--- src/rtl/core/cscr_sqrt_pipe.sv ---
module cscr_sqrt_pipe #(
  parameter int unsigned ROOT_W = 31,
  parameter int unsigned SIDE_W = 1
) (
  input  logic                clk_i,
  input  logic                rst_ni,
  input  logic                en_i,
  input  logic                valid_i,
  input  logic [2*ROOT_W-1:0] rad_i,
  input  logic [SIDE_W-1:0]   side_i,
  output logic                valid_o,
  output logic [ROOT_W-1:0]   root_o,
  output logic [SIDE_W-1:0]   side_o
);

  localparam int unsigned RW = ROOT_W + 3;

  logic [ROOT_W:0]       vld_q;
  logic [2*ROOT_W-1:0]   rad_q  [ROOT_W+1];
  logic [RW-1:0]         rem_q  [ROOT_W+1];
  logic [ROOT_W-1:0]     root_q [ROOT_W+1];
  logic [SIDE_W-1:0]     side_q [ROOT_W+1];

  always_ff @(posedge clk_i or negedge rst_ni) begin
    if (!rst_ni) begin
      vld_q[0] <= 1'b0;
    end else if (en_i) begin
      vld_q[0] <= valid_i;
    end
  end

  always_ff @(posedge clk_i) begin
    if (en_i) begin
      rad_q[0]  <= rad_i;
      rem_q[0]  <= '0;
      root_q[0] <= '0;
      side_q[0] <= side_i;
    end
  end

  // digit by digit: bring down two radicand bits, try root*4+1
  for (genvar k = 0; k < ROOT_W; k++) begin : g_stage
    localparam int unsigned Pair = ROOT_W - 1 - k;
    logic [RW-1:0] rem_sh;
    logic [RW-1:0] trial;
    logic          ge;

    assign rem_sh = {rem_q[k][RW-3:0], rad_q[k][2*Pair+1 -: 2]};
    assign trial  = RW'({root_q[k], 2'b01});
    assign ge     = rem_sh >= trial;

    always_ff @(posedge clk_i or negedge rst_ni) begin
      if (!rst_ni) begin
        vld_q[k+1] <= 1'b0;
      end else if (en_i) begin
        vld_q[k+1] <= vld_q[k];
      end
    end

    always_ff @(posedge clk_i) begin
      if (en_i) begin
        rad_q[k+1]  <= rad_q[k];
        rem_q[k+1]  <= ge ? rem_sh - trial : rem_sh;
        root_q[k+1] <= {root_q[k][ROOT_W-2:0], ge};
        side_q[k+1] <= side_q[k];
      end
    end
  end

  assign valid_o = vld_q[ROOT_W];
  assign root_o  = root_q[ROOT_W];
  assign side_o  = side_q[ROOT_W];

endmodule

--- config.mk ---
export PLATFORM = sky130hd
export DESIGN_NAME = cscr_sqrt_pipe
export DESIGN_NICKNAME = d
export VERILOG_FILES = /design/src/rtl/core/cscr_sqrt_pipe.sv
export SDC_FILE = /design/constraint.sdc
export NUM_CORES = 2
export LEC_CHECK = 0
export ABC_CLOCK_PERIOD_IN_PS = 4100
export BUFFER_PORTS_ARGS = -buffer_cell sky130_fd_sc_hd__buf_2
export CAP_MARGIN = 5
export CORE_MARGIN = 3
export CORE_UTILIZATION = 50
export DETAILED_ROUTE_END_ITERATION = 16
export HOLD_SLACK_MARGIN = 0.06
export PLACE_DENSITY = 0.65
export SETUP_SLACK_MARGIN = 0.15
export SKIP_LAST_GASP = 1
export SLEW_MARGIN = 10
export SYNTH_ARGS = -nofsm -noshare
export SYNTH_HDL_FRONTEND = slang
export SYNTH_SLANG_ARGS = --single-unit
--- constraint.sdc ---
create_clock -name clk_i -period 4.1 [get_ports clk_i]
set_clock_uncertainty 0.15 [all_clocks]
set_input_delay 0.41 -clock clk_i [delete_from_list [all_inputs] [get_ports clk_i]]
set_output_delay 0.41 -clock clk_i [all_outputs]
set_load 0.1 [all_outputs]
# ---- Yosys cells after proc, flatten, opt, wreduce, memory -nomap -nowiden
# Memory sizes are Yosys's and may differ from the RTL's.
# Cells that the tools add are included.
dict set report totals {
  elab_cells 131
  inputBits 67
  reg_bits 32
  ram_bits 4096
  memories 4
}
# memory depth word_bits read_ports rd_ports_with_merged_regs write_ports line
set mem_list {}
lappend mem_list {rad_q 32 62 31 0 32 19} ;# logic [2*ROOT_W-1:0] rad_q [ROOT_W+1];
lappend mem_list {rem_q 32 34 31 0 32 20} ;# logic [RW-1:0] rem_q [ROOT_W+1];
lappend mem_list {root_q 32 31 32 0 32 21} ;# logic [ROOT_W-1:0] root_q [ROOT_W+1];
lappend mem_list {side_q 32 1 32 0 32 22} ;# logic [SIDE_W-1:0] side_q [ROOT_W+1];
dict set report classes {
  mux 33
  add_sub_neg 31
  order_cmp 31
}
# cell count
set op_table {}
lappend op_table {{$ge 34x33->1} 31}
lappend op_table {{$mux 34} 31}
lappend op_table {{$sub 34x33->34} 31}
lappend op_table {{$mux 1} 2}

# ---- Logic depth before layout (Yosys ltp)
# An unclocked memory read counts as a cell.
dict set report depth {
  depth_word 3
  depth_mapped 15
  depth_no_buf 13
}

# ---- Least setup slack after synthesis
# OpenSTA, ideal clock, no wires.
dict set report synth_path {
  path_type {flip-flop to flip-flop}
  start {mem rem_q[29][0] (netlist name)}
  end {mem rem_q[30][24] (netlist name), data pin}
  path_stages_with_launch 12
  path_slack_ps 335
  synth_period_minus_slack_ps 3765
  t_arrival_ps 3356
  setup_ps 260
  cell_sequence {edfxtp_1 ha_1 nor2b_1 o31ai_1 a32oi_1 a31oi_1 o21ai_1 a311o_1 a22o_1 o41ai_1 clkbuf_1 mux2_2}
}
# element line
set synth_lines {}
lappend synth_lines {{start: declaration} 20}

==> metrics.log <==
[metrics] slack of the critical path: ~160 ps
[metrics] later-pin clock latency in the skew report: about 910 ps
[metrics] average via count per standard cell: about 5.4
[metrics] Setup Slack @ Placement: 139.7 ps
[metrics] Crit-path slowest cell: sky130_fd_sc_hd__o41ai_4
[metrics] multiplexer fraction of the synthesized cell area: 0.008095
[metrics] highest fanout seen on the critical path: 6
[metrics] placed cells: 11671
[metrics] routed wire length: roughly 220 mm
[metrics] static leakage: slightly below 50 nW
[metrics] Min Clock Period, post-route: 3935 ps
[metrics] crit path kind: flop to flop
[metrics] final core utilization: 0.5747
[metrics] Reg clk slew, reported paths: ~60 ps
[metrics] path category of the worst min-delay check: primary input to flop
[metrics] run status: finished, final reports clean
[metrics] # Max-Cap Violations: 0
[metrics] library cells used by synthesis: between 90 and 100
[metrics] post-route setup TNS: 0 ps
[metrics] vias in the first global route: ~66000
[metrics] transition time of the tightest slew-check pin: 948.9 ps
[metrics] average wire length per cell after detail routing: 18.17 µm
[metrics] area share of fa/ha/maj cells after synthesis: 0.05863
[metrics] I/O pin total: 100
[metrics] Post-synth ARST share: 0.01298
[metrics] fraction of layout cells with a size suffix above 1: 0.08891
[metrics] CTS H-tree depth: 5
[metrics] total DRC errors in the routed layout: 0
[metrics] most used flip-flop cell after synthesis: sky130_fd_sc_hd__edfxtp_1
[metrics] total number of nets in the final design: 9713
[metrics] overall track demand over capacity in global routing: 0.1913
[metrics] number of CTS-inserted buffers: approximately 280
[metrics] HPWL Detailed: around 160 mm
[metrics] DRC marker count from the first detailed-route iteration: ~4700
[metrics] CP startpoint kind: flop
[metrics] parity-gate share of the synthesized area counting xor and xnor cells: 0.05884
[metrics] GPL Wtd Cong: roughly 0.9
[metrics] Core Region: 223200 µm²
[metrics] Avg Inst Size Synth: 13.09 µm²
[metrics] power density normalized to cell area: roughly 560 nW/µm²
[metrics] Max Slew Vio Count: 0
[metrics] Worst setup EP type: flop
[metrics] Tcrit/Tclk final: 0.9598
[metrics] final cell count without fillers: ~12000
[metrics] clock tree root buffer cell: sky130_fd_sc_hd__clkbuf_16
[metrics] GRT overflow: 0
[metrics] largest net degree at the start of global routing: between 100 and 150
[metrics] Total Power: 71.70 mW
[metrics] gate family responsible for the most delay along the worst path: compound AO/OA/AOI/OAI gates
[metrics] cell area after synthesis: approximately 110000 µm²
[metrics] post-synthesis share of cell area spent on and, or, nand and nor gates: 0.09485
[metrics] standard-cell row count: approximately 170
[metrics] Arr. time, crit path: 4400 ps
[metrics] Yosys warning count: 0
[metrics] number of flops mapped to enable cells by yosys: 2433
[metrics] maximum resistive drop on vdd: 508.8 µV
[metrics] Port Buffers: 99
[metrics] clock tree sinks: 2465
[metrics] tightest slew margin relative to the limit: 0.3607
[metrics] Initial Utilization: 0.5049
[metrics] number of antenna violations at the first check in global routing: 1
[metrics] Die Outline Area: 231100 µm²
[metrics] antenna-violating nets left: 0
[metrics] Synth Area in Compound Gates: 0.09576
[metrics] clock tree from TritonCTS: done
[metrics] die height: roughly 480 µm
[metrics] global-route wire length before repair: about 360 mm
[metrics] number of fillers in the final layout: around 18000
[metrics] number of endpoints failing setup at the final stage: 0
[metrics] maximum achievable frequency: roughly 0.25 GHz
[metrics] unrepaired setup endpoints after global routing: true
[metrics] most common cell after layout, fill and taps aside: sky130_fd_sc_hd__edfxtp_1
[metrics] Clock Tree Buf Depth: 4
[metrics] Hold Vio Cnt, Final: 0
[metrics] largest family of logic cells by synthesized area: compound AO/OA/AOI/OAI gates
[metrics] number of instances in the synthesized netlist: ~8600
[metrics] largest stage delay on the critical path: between 400 and 500 ps
[metrics] vias: about 67000
[metrics] list of cells traversed by the critical path: ha_4 -> nor2b_1 -> o31ai_2 -> a32oi_1 -> a31oi_1 -> o21ai_1 -> a311o_1 -> a22o_1 -> o41ai_4 -> buf_6 -> mux2_2
[metrics] required time reported for the critical path endpoint: between 4000 and 5000 ps
[metrics] number of synthesized register bits: between 2000 and 2500
[metrics] net count after synthesis: approximately 9200
[metrics] register area share after synthesis: 0.6555
[metrics] die width: ~480 µm
[metrics] drt pass-1 iters: 8
[metrics] Buffers & Inverters on Critical Path: 1
[metrics] commonest cells after routing, fill and taps aside: 2433 x sky130_fd_sc_hd__edfxtp_1, 667 x sky130_fd_sc_hd__inv_1, 612 x sky130_fd_sc_hd__nand2_1, 528 x sky130_fd_sc_hd__nor2_1, 526 x sky130_fd_sc_hd__ha_1
[metrics] area overhead of the layout relative to synthesis: 13.81%
==> path summary, 6_finish.rpt <==
check                                                to  depth (start not counted)  slack (ps)               startpoint
worst max-delay path             rem_q[30][8]$_DFFE_PP_                         11         160   rem_q[29][0]$_DFFE_PP_
worst min-delay path             rad_q[0][15]$_DFFE_PP_                          2         180                rad_i[15]
worst max register to register   rem_q[30][8]$_DFFE_PP_                         11         160   rem_q[29][0]$_DFFE_PP_
worst min register to register  rad_q[16][28]$_DFFE_PP_                          0         230  rad_q[15][28]$_DFFE_PP_
max in group asynchronous         vld_q[24]$_DFFE_PN0P_                          4        3210                   rst_ni
min in group asynchronous           valid_o$_DFFE_PN0P_                          4         410                   rst_ni
==> final cells by class <==
| cell class | count | area, µm² | share of cell area |
|---|---|---|---|
| Sequential cell | 2465 | 73860 | 0.5759 |
| Multi-Input combinational cell | 5299 | 35850 | 0.2795 |
| Clock buffer | 334 | 7388 | 0.05761 |
| Tap cell | 2975 | 3722 | 0.02903 |
| Timing Repair Buffer | 400 | 3546 | 0.02765 |
| Inverter | 670 | 2515 | 0.01961 |
| Clock inverter | 145 | 1359 | 0.01060 |
| Antenna cell | 3 | 7.507 | 0.00005854 |
==> cell usage after synthesis (all sizes together) (37+ instances only) <==
master,count,share of area
or4,37,0.0025
o21a,96,0.0064
nand3,122,0.0054
nand2,612,0.020
nand4,95,0.0053
a21o,234,0.016
mux2,73,0.0073
a211oi,49,0.0033
xor2,354,0.028
o21bai,40,0.0027
or2,44,0.0024
and3,37,0.0021
nor4,104,0.0061
inv,669,0.022
o31ai,65,0.0043
nor2b,84,0.0047
o21ai,495,0.022
a31oi,50,0.0028
or3,85,0.0047
xnor2,403,0.031
nor3,199,0.0088
a21oi,524,0.023
nand2b,110,0.0061
nor2,529,0.018
edfxtp,2433,0.65
clkbuf,156,0.0052
ha,528,0.059
==> through the flow <==
stage          hold WS (ps)  area, µm²
2_1_floorplan        -35.59     112700
3_3_place_gp          250.2     118000
3_5_place_dp          254.5     118000
4_1_cts               93.64     128000
5_1_grt               131.0     128200
6_report              177.4     128200
==> flip-flops by register name, indices dropped and copies added (netlist names) <==
register,count
valid_o,1
rem_q,913
vld_q,31
side_q,32
rad_q,992
root_q,496
==> metal layers <==
metal | track usage | share of wire | vias to the layer above
met5 | 0 | 0 | -
met4 | 0.05902 | 0.029 | 0
met3 | 0.02605 | 0.036 | 436
met2 | 0.3302 | 0.49 | 1253
met1 | 0.2514 | 0.44 | 32248
li1 | - | - | 32818
==> power by group <==
part	switching, mW	internal [mW]	total, mW
combinational	8.07	5.92	14.0
clock	9.50	14.4	23.9
sequential	2.06	31.8	33.8
total	19.6	52.1	71.7
==> timing repair <==
action | 4_1_cts | 5_1_grt
hold endpoints to repair | 165 | 0
gates resized for setup | 1 | 22
setup endpoints to repair | 2 | 111
pin swaps | 1 | 5
hold buffers | 129 | 0
cloned | 0 | 2
buffers inserted | 0 | 7
==> worst register-to-register path, delay by kind of cell (launching register included) <==
family	cells	cell delay, ps
compound gates	7	2110
flops	1	440
mux	1	340
fa+ha+maj	1	280
buf+inv	1	200
simple gates	1	150
==> cells by family after synthesis <==
logic type / count (synthesis)
and+or+nand+nor: 2181
muxes: 82
DFF: 2465
xor gates and xnor gates: 757
AOI/OAI and AO/OA: 1750
adders and majority gates: 528
other: 1
buffers and inverters: 846
No activity file was read; power rests on OpenSTA's default activity.
